`src/design/afps_pkg.sv`:
```
// Package for the A/V frame pacing block: types, constants and saturating time arithmetic.
`default_nettype none

package afps_pkg;

   // Time values are signed microseconds at this width
   localparam int TIME_BITS = 48;
   localparam int DUR_BITS = 24;
   localparam int DELAY_BITS = TIME_BITS - 1;
   localparam int SLEEP_BITS = 20;
   localparam int DROP_BITS = 8;
   localparam int CSR_INDEX_BITS = 3;
   localparam int CSR_DATA_BITS = 24;
   localparam int THR_BITS = 20;
   localparam int OFFSET_BITS = 24;

   typedef logic signed [TIME_BITS-1:0] time_type;

   localparam time_type TIME_MAX = {1'b0, {(TIME_BITS-1){1'b1}}};
   localparam time_type TIME_MIN = {1'b1, {(TIME_BITS-1){1'b0}}};

   // Frame duration limits and the lead point above which delay is stretched, not doubled
   localparam time_type DUR_MIN = time_type'(1000);
   localparam time_type DUR_MAX = time_type'(1000000);
   localparam time_type DUP_THRESHOLD = time_type'(100000);

   // Register reset values
   localparam logic [THR_BITS-1:0] SYNC_THR_MIN_RST = THR_BITS'(40000);
   localparam logic [THR_BITS-1:0] SYNC_THR_MAX_RST = THR_BITS'(100000);
   localparam logic [OFFSET_BITS-1:0] MAX_AV_OFFSET_RST = OFFSET_BITS'(500000);
   localparam logic [SLEEP_BITS-1:0] MIN_SLEEP_RST = SLEEP_BITS'(1000);
   localparam logic [SLEEP_BITS-1:0] MAX_SLEEP_RST = SLEEP_BITS'(200000);
   localparam logic [OFFSET_BITS-1:0] RESYNC_LAG_RST = OFFSET_BITS'(100000);
   localparam logic [DROP_BITS-1:0] DROP_LIMIT_RST = DROP_BITS'(1);

   typedef enum logic [1:0] {
      CMD_PREPARE  = 2'd0,
      CMD_FINALIZE = 2'd1,
      CMD_RESTART  = 2'd2
   } cmd_type;

   typedef enum logic [CSR_INDEX_BITS-1:0] {
      CSR_SYNC_THR_MIN  = 3'd0,
      CSR_SYNC_THR_MAX  = 3'd1,
      CSR_MAX_AV_OFFSET = 3'd2,
      CSR_MIN_SLEEP     = 3'd3,
      CSR_MAX_SLEEP     = 3'd4,
      CSR_RESYNC_LAG    = 3'd5,
      CSR_DROP_LIMIT    = 3'd6
   } csr_index_type;

   // Input transaction payload
   typedef struct packed {
      logic [1:0]           cmd;
      time_type             frame_pts;
      logic [DUR_BITS-1:0]  nominal_duration;
      time_type             audio_clock;
      time_type             wall_now;
   } req_type;

   // Result transaction payload
   typedef struct packed {
      logic                  is_final;
      logic [DUR_BITS-1:0]   frame_duration;
      time_type              av_diff;
      logic [DELAY_BITS-1:0] delay;
      logic [SLEEP_BITS-1:0] sleep_time;
      logic                  timeline_reset;
      time_type              frame_timer;
      logic [DROP_BITS-1:0]  drop_count;
      logic                  render;
   } rsp_type;

   // a + b, saturated to the signed time range
   function automatic time_type sat_add(time_type a, time_type b);
      logic [TIME_BITS:0] s;
      s = {a[TIME_BITS-1], a} + {b[TIME_BITS-1], b};
      if (s[TIME_BITS] != s[TIME_BITS-1]) begin
         return s[TIME_BITS] ? TIME_MIN : TIME_MAX;
      end
      return time_type'(s[TIME_BITS-1:0]);
   endfunction

   // a - b, saturated to the signed time range
   function automatic time_type sat_sub(time_type a, time_type b);
      logic [TIME_BITS:0] s;
      s = {a[TIME_BITS-1], a} - {b[TIME_BITS-1], b};
      if (s[TIME_BITS] != s[TIME_BITS-1]) begin
         return s[TIME_BITS] ? TIME_MIN : TIME_MAX;
      end
      return time_type'(s[TIME_BITS-1:0]);
   endfunction

   // Low bound checked first, so a low bound above the high one wins only below it
   function automatic time_type clamp(time_type v, time_type lo, time_type hi);
      if (v < lo) begin
         return lo;
      end
      if (v > hi) begin
         return hi;
      end
      return v;
   endfunction

endpackage

`default_nettype wire

```
`src/design/afps_stream_if.sv`:
```
// Valid/ready channel interface carrying one command transaction.
`default_nettype none

interface afps_stream_if
   import afps_pkg::*;
   ();
   logic                 valid;
   logic                 ready;
   logic [1:0]           cmd;
   time_type             frame_pts;
   logic [DUR_BITS-1:0]  nominal_duration;
   time_type             audio_clock;
   time_type             wall_now;

   modport source (output valid, output cmd, output frame_pts, output nominal_duration,
                   output audio_clock, output wall_now, input ready);
   modport sink (input valid, input cmd, input frame_pts, input nominal_duration,
                 input audio_clock, input wall_now, output ready);
endinterface

`default_nettype wire

```
`src/design/afps_result_if.sv`:
```
// Valid/ready channel interface carrying one pacing result transaction.
`default_nettype none

interface afps_result_if
   import afps_pkg::*;
   ();
   logic                  valid;
   logic                  ready;
   logic                  is_final;
   logic [DUR_BITS-1:0]   frame_duration;
   time_type              av_diff;
   logic [DELAY_BITS-1:0] delay;
   logic [SLEEP_BITS-1:0] sleep_time;
   logic                  timeline_reset;
   time_type              frame_timer;
   logic [DROP_BITS-1:0]  drop_count;
   logic                  render;

   modport source (output valid, output is_final, output frame_duration, output av_diff,
                   output delay, output sleep_time, output timeline_reset,
                   output frame_timer, output drop_count, output render, input ready);
   modport sink (input valid, input is_final, input frame_duration, input av_diff,
                 input delay, input sleep_time, input timeline_reset,
                 input frame_timer, input drop_count, input render, output ready);
endinterface

`default_nettype wire

```
`src/design/av_frame_pacing_sync_top.sv`:
```
// Top level of the A/V frame pacing block: input register, pacing logic and result register.
//
// Each command transaction is captured in an input register, evaluated there by one pass
// of combinational pacing logic, and written into the result register together with the
// timer, drop and held-frame state. The block takes one transaction every clock cycle
// while rsp is ready; a prepare or finalize result is valid on rsp once it has moved
// from the input register into the result register. A restart clears the pacing state
// and an unused command code leaves it alone; neither produces a result.
// While a result waits on rsp, one more transaction can be taken into the input register;
// a prepare or finalize held there then stalls req until rsp takes the waiting result,
// while restarts and unused codes keep moving. Configuration writes on the csr port take
// effect at once and should be made only while the block is idle.
`default_nettype none

module av_frame_pacing_sync_top
   import afps_pkg::*;
   (
   input  wire logic                      clock,
   input  wire logic                      reset,
   afps_stream_if.sink                    req,
   afps_result_if.source                  rsp,
   input  wire logic                      csr_we,
   input  wire logic [CSR_INDEX_BITS-1:0] csr_index,
   input  wire logic [CSR_DATA_BITS-1:0]  csr_wdata
   );

   // Configuration registers
   logic [THR_BITS-1:0]    sync_thr_min_ff;
   logic [THR_BITS-1:0]    sync_thr_max_ff;
   logic [OFFSET_BITS-1:0] max_av_offset_ff;
   logic [SLEEP_BITS-1:0]  min_sleep_ff;
   logic [SLEEP_BITS-1:0]  max_sleep_ff;
   logic [OFFSET_BITS-1:0] resync_lag_ff;
   logic [DROP_BITS-1:0]   drop_limit_ff;

   // Pacing state
   time_type               timer_ff;
   time_type               last_pts_ff;
   logic                   timer_valid_ff;
   logic [DROP_BITS-1:0]   drops_ff;
   logic [DELAY_BITS-1:0]  held_delay_ff;
   logic [DUR_BITS-1:0]    held_dur_ff;
   time_type               held_diff_ff;
   logic [SLEEP_BITS-1:0]  held_sleep_ff;

   // Input and result registers
   req_type                in_ff;
   logic                   in_valid_ff;
   logic                   in_valid_in;
   rsp_type                rsp_ff;
   rsp_type                rsp_in;
   logic                   rsp_valid_ff;
   logic                   rsp_valid_in;

   logic                   req_accept;
   logic                   has_result;
   logic                   advance;

   // Pacing datapath
   logic                   has_audio;
   time_type               pts_step;
   time_type               dur_clamped;
   logic [DUR_BITS-1:0]    prep_dur;
   time_type               dur_t;
   time_type               prep_diff;
   time_type               offset_lim;
   time_type               av_offset;
   time_type               start_timer;
   time_type               prep_timer;
   time_type               thr;
   time_type               lag_sum;
   time_type               lead_sum;
   time_type               prep_delay;
   time_type               remaining;
   logic [SLEEP_BITS-1:0]  prep_sleep;
   time_type               adv_timer;
   time_type               lag_gap;
   time_type               fin_timer;
   time_type               frame_end;
   logic                   fin_drop;

   // Configuration writes; indexes beyond the register list are ignored
   always_ff @(posedge clock) begin
      if (reset) begin
         sync_thr_min_ff  <= SYNC_THR_MIN_RST;
         sync_thr_max_ff  <= SYNC_THR_MAX_RST;
         max_av_offset_ff <= MAX_AV_OFFSET_RST;
         min_sleep_ff     <= MIN_SLEEP_RST;
         max_sleep_ff     <= MAX_SLEEP_RST;
         resync_lag_ff    <= RESYNC_LAG_RST;
         drop_limit_ff    <= DROP_LIMIT_RST;
      end else if (csr_we) begin
         unique case (csr_index)
            CSR_SYNC_THR_MIN:  sync_thr_min_ff  <= csr_wdata[THR_BITS-1:0];
            CSR_SYNC_THR_MAX:  sync_thr_max_ff  <= csr_wdata[THR_BITS-1:0];
            CSR_MAX_AV_OFFSET: max_av_offset_ff <= csr_wdata[OFFSET_BITS-1:0];
            CSR_MIN_SLEEP:     min_sleep_ff     <= csr_wdata[SLEEP_BITS-1:0];
            CSR_MAX_SLEEP:     max_sleep_ff     <= csr_wdata[SLEEP_BITS-1:0];
            CSR_RESYNC_LAG:    resync_lag_ff    <= csr_wdata[OFFSET_BITS-1:0];
            CSR_DROP_LIMIT:    drop_limit_ff    <= csr_wdata[DROP_BITS-1:0];
            default: ;
         endcase
      end
   end

   // Flow control: the held transaction moves on when its result has somewhere to go
   assign has_result = (in_ff.cmd == CMD_PREPARE) || (in_ff.cmd == CMD_FINALIZE);
   assign advance = in_valid_ff && (!has_result || !rsp_valid_ff || rsp.ready);
   assign req.ready = !in_valid_ff || advance;
   assign req_accept = req.valid && req.ready;

   always_comb begin
      in_valid_in = in_valid_ff;
      if (req_accept) begin
         in_valid_in = 1'b1;
      end else if (advance) begin
         in_valid_in = 1'b0;
      end
   end

   always_ff @(posedge clock) begin
      if (reset) begin
         in_valid_ff <= 1'b0;
      end else begin
         in_valid_ff <= in_valid_in;
      end
   end

   always_ff @(posedge clock) begin
      if (req_accept) begin
         in_ff.cmd              <= req.cmd;
         in_ff.frame_pts        <= req.frame_pts;
         in_ff.nominal_duration <= req.nominal_duration;
         in_ff.audio_clock      <= req.audio_clock;
         in_ff.wall_now         <= req.wall_now;
      end
   end

   // Prepare: frame duration, A/V difference and timer start
   assign has_audio = !in_ff.audio_clock[TIME_BITS-1];
   assign pts_step = sat_sub(in_ff.frame_pts, last_pts_ff);
   assign dur_clamped = clamp(pts_step, DUR_MIN, DUR_MAX);
   assign prep_dur = (!last_pts_ff[TIME_BITS-1] && (in_ff.frame_pts > last_pts_ff))
                     ? dur_clamped[DUR_BITS-1:0] : in_ff.nominal_duration;
   assign dur_t = time_type'(prep_dur);
   assign prep_diff = has_audio ? sat_sub(in_ff.frame_pts, in_ff.audio_clock) : '0;

   assign offset_lim = time_type'(max_av_offset_ff);
   assign av_offset = clamp(sat_sub(in_ff.audio_clock, in_ff.frame_pts), -offset_lim,
                            offset_lim);
   assign start_timer = has_audio ? sat_sub(in_ff.wall_now, av_offset) : in_ff.wall_now;
   assign prep_timer = timer_valid_ff ? timer_ff : start_timer;

   // Prepare: delay shortened when video lags, stretched or doubled when it leads
   assign thr = clamp(dur_t, time_type'(sync_thr_min_ff), time_type'(sync_thr_max_ff));
   assign lag_sum = sat_add(dur_t, prep_diff);
   assign lead_sum = (dur_t > DUP_THRESHOLD) ? lag_sum : (dur_t <<< 1);

   always_comb begin
      prep_delay = dur_t;
      if (has_audio) begin
         priority if (prep_diff <= -thr) begin
            prep_delay = lag_sum[TIME_BITS-1] ? '0 : lag_sum;
         end else if (prep_diff >= thr) begin
            prep_delay = lead_sum;
         end else begin
            prep_delay = dur_t;
         end
      end
   end

   // Prepare: sleep suggestion, capped
   assign remaining = sat_sub(sat_add(prep_timer, prep_delay), in_ff.wall_now);

   always_comb begin
      prep_sleep = '0;
      if (remaining > time_type'(min_sleep_ff)) begin
         prep_sleep = (remaining > time_type'(max_sleep_ff)) ? max_sleep_ff
                                                             : remaining[SLEEP_BITS-1:0];
      end
   end

   // Finalize: advance the timer, snap it forward on large lag, decide on a drop
   assign adv_timer = sat_add(timer_ff, time_type'(held_delay_ff));
   assign lag_gap = sat_sub(in_ff.wall_now, adv_timer);
   assign fin_timer = (lag_gap > time_type'(resync_lag_ff)) ? in_ff.wall_now : adv_timer;
   assign frame_end = sat_add(fin_timer, time_type'(held_dur_ff));
   assign fin_drop = has_audio && (in_ff.wall_now > frame_end) && (drops_ff < drop_limit_ff);

   // State update
   always_ff @(posedge clock) begin
      if (reset) begin
         timer_ff       <= '0;
         last_pts_ff    <= '1;
         timer_valid_ff <= 1'b0;
         drops_ff       <= '0;
         held_delay_ff  <= '0;
         held_dur_ff    <= '0;
         held_diff_ff   <= '0;
         held_sleep_ff  <= '0;
      end else if (advance) begin
         unique case (in_ff.cmd)
            CMD_PREPARE: begin
               timer_ff       <= prep_timer;
               last_pts_ff    <= in_ff.frame_pts;
               timer_valid_ff <= 1'b1;
               held_delay_ff  <= prep_delay[DELAY_BITS-1:0];
               held_dur_ff    <= prep_dur;
               held_diff_ff   <= prep_diff;
               held_sleep_ff  <= prep_sleep;
            end
            CMD_FINALIZE: begin
               timer_ff <= fin_timer;
               drops_ff <= fin_drop ? drops_ff + DROP_BITS'(1) : '0;
            end
            CMD_RESTART: begin
               timer_ff       <= '0;
               last_pts_ff    <= '1;
               timer_valid_ff <= 1'b0;
               drops_ff       <= '0;
               held_delay_ff  <= '0;
               held_dur_ff    <= '0;
               held_diff_ff   <= '0;
               held_sleep_ff  <= '0;
            end
            default: ;
         endcase
      end
   end

   // Result payload
   always_comb begin
      rsp_in.is_final       = (in_ff.cmd == CMD_FINALIZE);
      rsp_in.frame_duration = prep_dur;
      rsp_in.av_diff        = prep_diff;
      rsp_in.delay          = prep_delay[DELAY_BITS-1:0];
      rsp_in.sleep_time     = prep_sleep;
      rsp_in.timeline_reset = !timer_valid_ff;
      rsp_in.frame_timer    = prep_timer;
      rsp_in.drop_count     = drops_ff;
      rsp_in.render         = 1'b0;
      if (in_ff.cmd == CMD_FINALIZE) begin
         rsp_in.frame_duration = held_dur_ff;
         rsp_in.av_diff        = held_diff_ff;
         rsp_in.delay          = held_delay_ff;
         rsp_in.sleep_time     = held_sleep_ff;
         rsp_in.timeline_reset = 1'b0;
         rsp_in.frame_timer    = fin_timer;
         rsp_in.drop_count     = fin_drop ? drops_ff + DROP_BITS'(1) : '0;
         rsp_in.render         = !fin_drop;
      end
   end

   // Result register
   always_comb begin
      rsp_valid_in = rsp_valid_ff;
      if (advance && has_result) begin
         rsp_valid_in = 1'b1;
      end else if (rsp.ready) begin
         rsp_valid_in = 1'b0;
      end
   end

   always_ff @(posedge clock) begin
      if (reset) begin
         rsp_valid_ff <= 1'b0;
      end else begin
         rsp_valid_ff <= rsp_valid_in;
      end
   end

   always_ff @(posedge clock) begin
      if (advance && has_result) begin
         rsp_ff <= rsp_in;
      end
   end

   assign rsp.valid          = rsp_valid_ff;
   assign rsp.is_final       = rsp_ff.is_final;
   assign rsp.frame_duration = rsp_ff.frame_duration;
   assign rsp.av_diff        = rsp_ff.av_diff;
   assign rsp.delay          = rsp_ff.delay;
   assign rsp.sleep_time     = rsp_ff.sleep_time;
   assign rsp.timeline_reset = rsp_ff.timeline_reset;
   assign rsp.frame_timer    = rsp_ff.frame_timer;
   assign rsp.drop_count     = rsp_ff.drop_count;
   assign rsp.render         = rsp_ff.render;

   // A new result only appears when a transaction has just moved on
   a_result_from_advance: assert property (@(posedge clock) disable iff (reset)
      (rsp_valid_ff && !$past(rsp_valid_ff)) |-> $past(advance))
      else $error("result appeared without an advancing transaction");

   // A prepare on a stopped timer starts it and flags the timeline reset
   a_timer_start: assert property (@(posedge clock) disable iff (reset)
      (advance && (in_ff.cmd == CMD_PREPARE) && !timer_valid_ff)
      |=> (timer_valid_ff && rsp_valid_ff && rsp_ff.timeline_reset))
      else $error("prepare did not start the frame timer");

   // Restart leaves the state as after reset
   a_restart_clears: assert property (@(posedge clock) disable iff (reset)
      (advance && (in_ff.cmd == CMD_RESTART))
      |=> (!timer_valid_ff && (drops_ff == '0) && last_pts_ff[TIME_BITS-1]))
      else $error("restart did not clear the pacing state");

   // A dropped frame leaves a nonzero drop count, a rendered one a zero count
   a_drop_count: assert property (@(posedge clock) disable iff (reset)
      (advance && (in_ff.cmd == CMD_FINALIZE))
      |=> ((drops_ff != '0) == !rsp_ff.render) && (rsp_ff.drop_count == drops_ff))
      else $error("drop count disagrees with the render decision");

endmodule

`default_nettype wire

```
`src/flat_wrapper.sv`:
```
// flat-port wrapper written by rule: the top's interface ports become plain ports
module av_frame_pacing_sync_top_flat import afps_pkg::*;
  (clock, reset, csr_we, csr_index, csr_wdata, req_valid, req_cmd, req_frame_pts, req_nominal_duration, req_audio_clock, req_wall_now, req_ready, rsp_valid, rsp_is_final, rsp_frame_duration, rsp_av_diff, rsp_delay, rsp_sleep_time, rsp_timeline_reset, rsp_frame_timer, rsp_drop_count, rsp_render, rsp_ready);
  afps_stream_if req_i ();
  afps_result_if rsp_i ();
  input  wire logic clock;
  input  wire logic reset;
  input  wire logic csr_we;
  input  wire logic [CSR_INDEX_BITS-1:0] csr_index;
  input  wire logic [CSR_DATA_BITS-1:0] csr_wdata;
  input wire logic [$bits(req_i.valid)-1:0] req_valid;
  input wire logic [$bits(req_i.cmd)-1:0] req_cmd;
  input wire logic [$bits(req_i.frame_pts)-1:0] req_frame_pts;
  input wire logic [$bits(req_i.nominal_duration)-1:0] req_nominal_duration;
  input wire logic [$bits(req_i.audio_clock)-1:0] req_audio_clock;
  input wire logic [$bits(req_i.wall_now)-1:0] req_wall_now;
  output wire logic [$bits(req_i.ready)-1:0] req_ready;
  output wire logic [$bits(rsp_i.valid)-1:0] rsp_valid;
  output wire logic [$bits(rsp_i.is_final)-1:0] rsp_is_final;
  output wire logic [$bits(rsp_i.frame_duration)-1:0] rsp_frame_duration;
  output wire logic [$bits(rsp_i.av_diff)-1:0] rsp_av_diff;
  output wire logic [$bits(rsp_i.delay)-1:0] rsp_delay;
  output wire logic [$bits(rsp_i.sleep_time)-1:0] rsp_sleep_time;
  output wire logic [$bits(rsp_i.timeline_reset)-1:0] rsp_timeline_reset;
  output wire logic [$bits(rsp_i.frame_timer)-1:0] rsp_frame_timer;
  output wire logic [$bits(rsp_i.drop_count)-1:0] rsp_drop_count;
  output wire logic [$bits(rsp_i.render)-1:0] rsp_render;
  input wire logic [$bits(rsp_i.ready)-1:0] rsp_ready;
  assign req_i.valid = req_valid;
  assign req_i.cmd = req_cmd;
  assign req_i.frame_pts = req_frame_pts;
  assign req_i.nominal_duration = req_nominal_duration;
  assign req_i.audio_clock = req_audio_clock;
  assign req_i.wall_now = req_wall_now;
  assign req_ready = req_i.ready;
  assign rsp_valid = rsp_i.valid;
  assign rsp_is_final = rsp_i.is_final;
  assign rsp_frame_duration = rsp_i.frame_duration;
  assign rsp_av_diff = rsp_i.av_diff;
  assign rsp_delay = rsp_i.delay;
  assign rsp_sleep_time = rsp_i.sleep_time;
  assign rsp_timeline_reset = rsp_i.timeline_reset;
  assign rsp_frame_timer = rsp_i.frame_timer;
  assign rsp_drop_count = rsp_i.drop_count;
  assign rsp_render = rsp_i.render;
  assign rsp_i.ready = rsp_ready;
  av_frame_pacing_sync_top u_core (.clock(clock), .reset(reset), .req(req_i), .rsp(rsp_i), .csr_we(csr_we), .csr_index(csr_index), .csr_wdata(csr_wdata));
endmodule
```
`config.mk`:
```
export PLATFORM = sky130hd
export DESIGN_NAME = av_frame_pacing_sync_top_flat
export DESIGN_NICKNAME = d
export VERILOG_FILES = /design/src/design/afps_pkg.sv /design/src/design/afps_stream_if.sv /design/src/design/afps_result_if.sv /design/src/design/av_frame_pacing_sync_top.sv /design/src/flat_wrapper.sv
export SDC_FILE = /design/constraint.sdc
export NUM_CORES = 2
export LEC_CHECK = 0
export ABC_CLOCK_PERIOD_IN_PS = 28000
export BUFFER_PORTS_ARGS = -buffer_cell sky130_fd_sc_hd__buf_2
export CAP_MARGIN = 30
export CORE_UTILIZATION = 40
export CTS_BUF_LIST = sky130_fd_sc_hd__clkbuf_16
export CTS_CLUSTER_SIZE = 16
export DETAILED_ROUTE_END_ITERATION = 7
export GPL_TIMING_DRIVEN = 0
export SLEW_MARGIN = 0
export SYNTH_ARGS = -nofsm -noshare
export SYNTH_HDL_FRONTEND = slang
export SYNTH_SLANG_ARGS = --single-unit
```
`constraint.sdc`:
```
create_clock -name clock -period 28 [get_ports clock]
set_input_delay 5.6 -clock clock [delete_from_list [all_inputs] [get_ports clock]]
set_output_delay 5.6 -clock clock [all_outputs]
set_load 0.02 [all_outputs]
```
# After elaboration in Yosys (flattened, before gate mapping)
# Index checks and enable logic that the tools add are counted.
# classes
add_sub_neg	13
order_cmp	15
n_eq_ne	18
mux	87
reduce_logical	34
# op_table
op	n
two-way mux 48 bit	46
subtractor 48 x 48 -> 49 bit	6
two-way mux 197 bit	1
case mux 48 bit (2 select lines)	2
case mux 48 bit (3 select lines)	1
two-way mux 24 bit	5
adder 48 x 48 -> 49 bit	2
> comparator 48 x 21 -> 1 bit	2
> comparator 48 x 25 -> 1 bit	2
> comparator 48 bit	2
case mux 47 bit (2 select lines)	1
adder 25 x 48 -> 49 bit	1
adder 48 x 25 -> 49 bit	1
greater-or-equal comparator 48 bit	1
> comparator 48 x 21 -> 1 bit (second input constant)	1
less-or-equal comparator 48 bit	1
< comparator 48 x 11 -> 1 bit (second input constant)	1
< comparator 48 bit	1
negator 24 -> 48 bit	1
negator 48 bit	1
case mux 24 bit (2 select lines)	1
two-way mux 47 bit	1
two-way mux 20 bit	2
case mux 20 bit (2 select lines)	1
23 further kinds	83
# totals
reg_bits	750
in_bits	202
out_inout_bits	200

# Logic depth before layout (Yosys ltp)
# logic_depth
ltp_word	31
depth_mapped	125
ltp_nobuf	118

# Worst setup path after synthesis
# OpenSTA, ideal clock, no wires.
# synth_path
path_kind	reg-to-reg
startpoint	register u_core.in_ff[121] (netlist name)
endpoint	register u_core.rsp_ff (netlist bit u_core.rsp.sleep_time[19]) (data pin)
setup_time_ns	0.268
arrival_ns	22.971
required_ns	27.732
slack_ns	4.760
stages_incl_launch_ff	118
period_less_slack_ns	23.240
path_cell_list	edfxtp_1 ha_1 a21oi_1 o21bai_1 a21o_1 a221o_1 a21oi_1 o311ai_1 nand4_1 o21ai_1 a41o_1 a21o_1 o21a_1 o211a_1 buf_1 nand2_1 clkbuf_1 o21ai_0 (+82 left out) ha_1 o21a_1 o21ai_0 nand2b_1 a21oi_1 nor2b_1 o21ai_0 nand2b_1 a21oi_1 or3_1 a21oi_1 nor4bb_1 a21oi_1 o21ba_2 a41oi_1 buf_1 mux2i_1 o31ai_1
# synth_lines
item	line	source
start: declaration	av_frame_pacing_sync_top.sv:47	req_type in_ff;
end signal: assignment	av_frame_pacing_sync_top.sv:274	rsp_ff <= rsp_in;
end: declaration	av_frame_pacing_sync_top.sv:50	rsp_type rsp_ff;

==> impl_metrics.py <==
metrics = {
    "route": {
        "detail-route-antenna-nets": 0,
        "wl_microns": 340000,
        "drt_iter0_drc": 7569,
        "via_per_inst": 6.15,
        "route.detailed.drc": 2,
        "routed-via-count": 69933,
        "drt_first_pass_iters": 8,
        "wire_per_inst_microns": 29.9,
    },
    "die": {
        "floorplan.die_area_sq_um": 173000,
        "starting_density_of_the_core_pct": 40.3,
        "die_h_microns": 415,
        "num_rows": 151,
        "die_x_microns": 415,
        "design.core.area_sq_um": 169000,
        "boundaryPins": 402,
    },
    "synthesis": {
        "synth_area_per_cell_sq_um": 8.08,
        "synth_enable_flop_cells": 368,
        "synth_warnings": 0,
        "seq_area_frac_synth_pct": 27.3,
        "synth_flop_cell": "sky130_fd_sc_hd__dfxtp_1",
        "netlist-cell-type-count": 127,
        "ys_seq_elements": 750,
        "synthesized_instance_count": 8464,
        "syn-cell-area_sq_um": 68400,
        "postSynth.asyncResetShare_pct": 0,
    },
    "final_layout": {
        "areaGrowthSynthToFinish_pct": 14.8,
        "most_frequent_cells_in_the_layout": "sky130_fd_sc_hd__a21oi_1 (836), sky130_fd_sc_hd__nand2_1 (817), sky130_fd_sc_hd__ha_1 (748)",
        "layout-drive-gt1-share_pct": 12.6,
        "final_net_count": 10037,
        "most_common_cell_after_layout_fill_and_taps_aside": "sky130_fd_sc_hd__a21oi_1",
        "final_cell_count_no_fill": 11378,
    },
    "critical_path": {
        "maximum_cell_stage_delay_along_the_critical_path_ps": 660,
        "cpMostUsedCell": "sky130_fd_sc_hd__o21ai_0",
        "cp-start-kind": "flip-flop",
        "crit_slowest_cell": "sky130_fd_sc_hd__a2111oi_4",
        "worst_path_dominant_cell_family": "compound AO/OA/AOI/OAI gates",
        "worstSetupPathDepth": 114,
        "required_time_of_the_critical_path_ps": 28520,
        "number_of_cells_traversed_by_the_worst_register_to_register_path": 114,
        "timing.critical_path.to_type": "flip-flop",
        "worstPathArrival_ps": 27630,
        "timing_worst_setup_path_type": "reg2reg",
        "cp_num_buf_inv": 17,
        "crit_path_max_fanout": 10,
    },
    "clock_tree": {
        "h-tree-depth": 3,
        "cts_inserted_buffers": 91,
        "numClockSinks": 750,
        "clkSlewWorstSetupHoldPaths_ps": 60,
        "clock_latency_ps": 830,
        "clk_root_buffer_cell": "sky130_fd_sc_hd__clkbuf_16",
        "ctsLongestPathBuffers": 3,
        "cts_tree": "yes",
    },
    "timing": {
        "max_slew_margin_pct": 25.1,
        "report.final.hold_viol_count": 0,
        "fmax_ghz": 0.0369,
        "setup_tns_ps": 0,
        "fin_worst_skew_ps": 77.6,
        "timing.final.ws_setup_ps": 888,
        "finalSetupViolCount": 0,
        "timing_worst_slew_pin_value_ps": 1120,
        "fin_crit_ps": 27110,
        "timing.final.max_slew_violations": 0,
        "rsz0062_at_grt": "false",
        "fin_crit_sh_pct": 96.8,
    },
    "power": {
        "p_leak_nw": 33.9,
        "power-per-cell-area_nw_per_um2": 108,
        "post-layout-total-power_mw": 8.46,
        "vdd.ir_drop.worst_mv": 0.190,
    },
    "place": {
        "detailed_place_hpwl_microns": 284000,
        "instance_count_after_placement_with_tap_cells_included": 11177,
        "gp_routability_congestion": 1.06,
        "io_buffer_count": 399,
        "setup_slack_after_placement_ps": -4680,
    },
    "global_route": {
        "antenna_found_initial": 18,
        "total_global_routing_overflow": 0,
        "grt_first_pass_wirelength_microns": 475000,
        "first_global_vias": 66224,
        "grt_usage_pct": 37.9,
        "grt_max_degree": 39,
    },
    "outcome": {
        "violations_in_the_final_reports": "DRC",
        "status": "complete, but fails checks",
    },
    "flow_run": {
        "drv.max_cap_violation_count": 0,
    },
    "hold_path": {
        "worstHoldPathType": "reg2reg",
        "whs_path_depth": 2,
    },
}
-- tightest hold or removal path, stage by stage, from the launching register on --
cell and delay [ps]:
sky130_fd_sc_hd__dfxtp_1 320, sky130_fd_sc_hd__nand2_1 50, sky130_fd_sc_hd__o31ai_1 50
-- metal layers --
metal / part of all wire (%) / up-vias / wire, microns / GRT usage [%]
met3: 7.1 / 886 / 24200 / 5.78
met1: 40 / 33515 / 135000 / 46.3
li1: - / 32204 / - / -
met2: 45 / 3324 / 152000 / 61.2
met4: 8.5 / 4 / 29000 / 26.7
met5: 0.0079 / - / 27 / 0
-- Yosys cell counts (64+ instances only) --
library cell               count  share of area (%)
sky130_fd_sc_hd__clkbuf_1    340                1.9
sky130_fd_sc_hd__mux2_2      139                2.3
sky130_fd_sc_hd__a21oi_1     854                6.3
sky130_fd_sc_hd__nand4_1     142                1.3
sky130_fd_sc_hd__nand3_1     146                1.1
sky130_fd_sc_hd__a21o_1      320                3.5
sky130_fd_sc_hd__mux2i_1      86                1.3
sky130_fd_sc_hd__edfxtp_1    368                 16
sky130_fd_sc_hd__dfxtp_1     382                 11
sky130_fd_sc_hd__a22oi_1      96                1.1
sky130_fd_sc_hd__a31oi_1      73               0.67
sky130_fd_sc_hd__nor3_1      186                1.4
sky130_fd_sc_hd__nor2b_1     116                1.1
sky130_fd_sc_hd__xor2_1      145                1.9
sky130_fd_sc_hd__o211ai_1     93                1.0
sky130_fd_sc_hd__ha_1        751                 14
sky130_fd_sc_hd__nand2b_1    110                1.0
sky130_fd_sc_hd__inv_1       532                2.9
sky130_fd_sc_hd__o21a_1      108                1.2
sky130_fd_sc_hd__nor2_1      633                3.5
sky130_fd_sc_hd__o31ai_1     119                1.3
sky130_fd_sc_hd__nand2_1     823                4.5
sky130_fd_sc_hd__o21ai_0     588                4.3
sky130_fd_sc_hd__o21bai_1     73               0.80
sky130_fd_sc_hd__and2_1       64               0.59
sky130_fd_sc_hd__xnor2_1     245                3.1
-- path summary, 6_finish.rpt --
kind / endpoint / slack (ps) / from
setup / recovery: u_core.rsp.sleep_time[8] / 890 / u_core.in_ff[120]
hold / removal: u_core.held_sleep_ff[17] / 450 / u_core.held_sleep_ff[17]
setup reg to reg: u_core.rsp.sleep_time[8] / 890 / u_core.in_ff[120]
hold reg to reg: u_core.held_sleep_ff[17] / 450 / u_core.held_sleep_ff[17]
-- metrics by stage --
| stage | util, % | cell area [sq um] | hold WS [ps] |
|---|---|---|---|
| floorplan | - | 68400 | 425 |
| global placement | 43.2 | 73200 | 433 |
| detailed placement | 43.9 | 74400 | 441 |
| CTS | 46.0 | 78000 | 455 |
| global route | 46.3 | 78500 | 479 |
| finish | 46.3 | 78500 | 450 |
-- sequential cells by signal, indices dropped and copies added, names as in the netlist, 20 cells and up --
signal / flops
u_core.last_pts_ff: 48
u_core.rsp.delay: 47
u_core.held_delay_ff: 47
u_core.timer_ff: 48
u_core.held_diff_ff: 48
u_core.rsp.frame_timer: 48
u_core.held_sleep_ff: 20
u_core.sync_thr_max_ff: 20
u_core.in_ff: 170
u_core.rsp.frame_duration: 24
u_core.sync_thr_min_ff: 20
u_core.rsp.sleep_time: 20
u_core.max_sleep_ff: 20
u_core.resync_lag_ff: 24
u_core.max_av_offset_ff: 24
u_core.rsp.av_diff: 48
u_core.held_dur_ff: 24
u_core.min_sleep_ff: 20
-- cells by family (layout without fill, tap and decap cells) --
logic type | after synthesis | count (layout) | share of synthesized area [%]
AOI/OAI and AO/OA | 2846 | 2846 | 26.9
xor gates and xnor gates | 391 | 391 | 5.02
adders and majority gates | 783 | 783 | 14.4
buffers and inverters | 957 | 1642 | 5.40
DFF | 750 | 750 | 27.3
muxes | 225 | 225 | 3.55
other | 2 | 13 | 0.0110
and+or+nand+nor | 2510 | 2510 | 17.5
-- final cells by class --
cell class              instances  area [sq um]
inverters                     541          2040
fillers                     16980         91000
flip-flops and latches        750         18700
plain buffers                 409          1710
diodes                          8          20.0
well taps                    2218          2780
multi-input cells            6760         46800
clock inverters                77           741
repair buffers                521          3360
clock buffers                  94          2350
-- what timing repair did --
action / CTS / global route
hold buffers: 0 / 0
setup endpoints to repair: 57 / 57
setup buffers: 13 / 13
hold endpoints to repair: 0 / 0
gates resized for setup: 113 / 124
pin swaps: 12 / 21
-- report_power, final --
group	leakage (nW)	internal, mW	switching, mW
sequential	6.58	1.27	0.0657
combinational	25.8	2.11	3.77
clock	1.56	0.679	0.558
total	33.9	4.06	4.40
(Power assumes the default switching activity.)
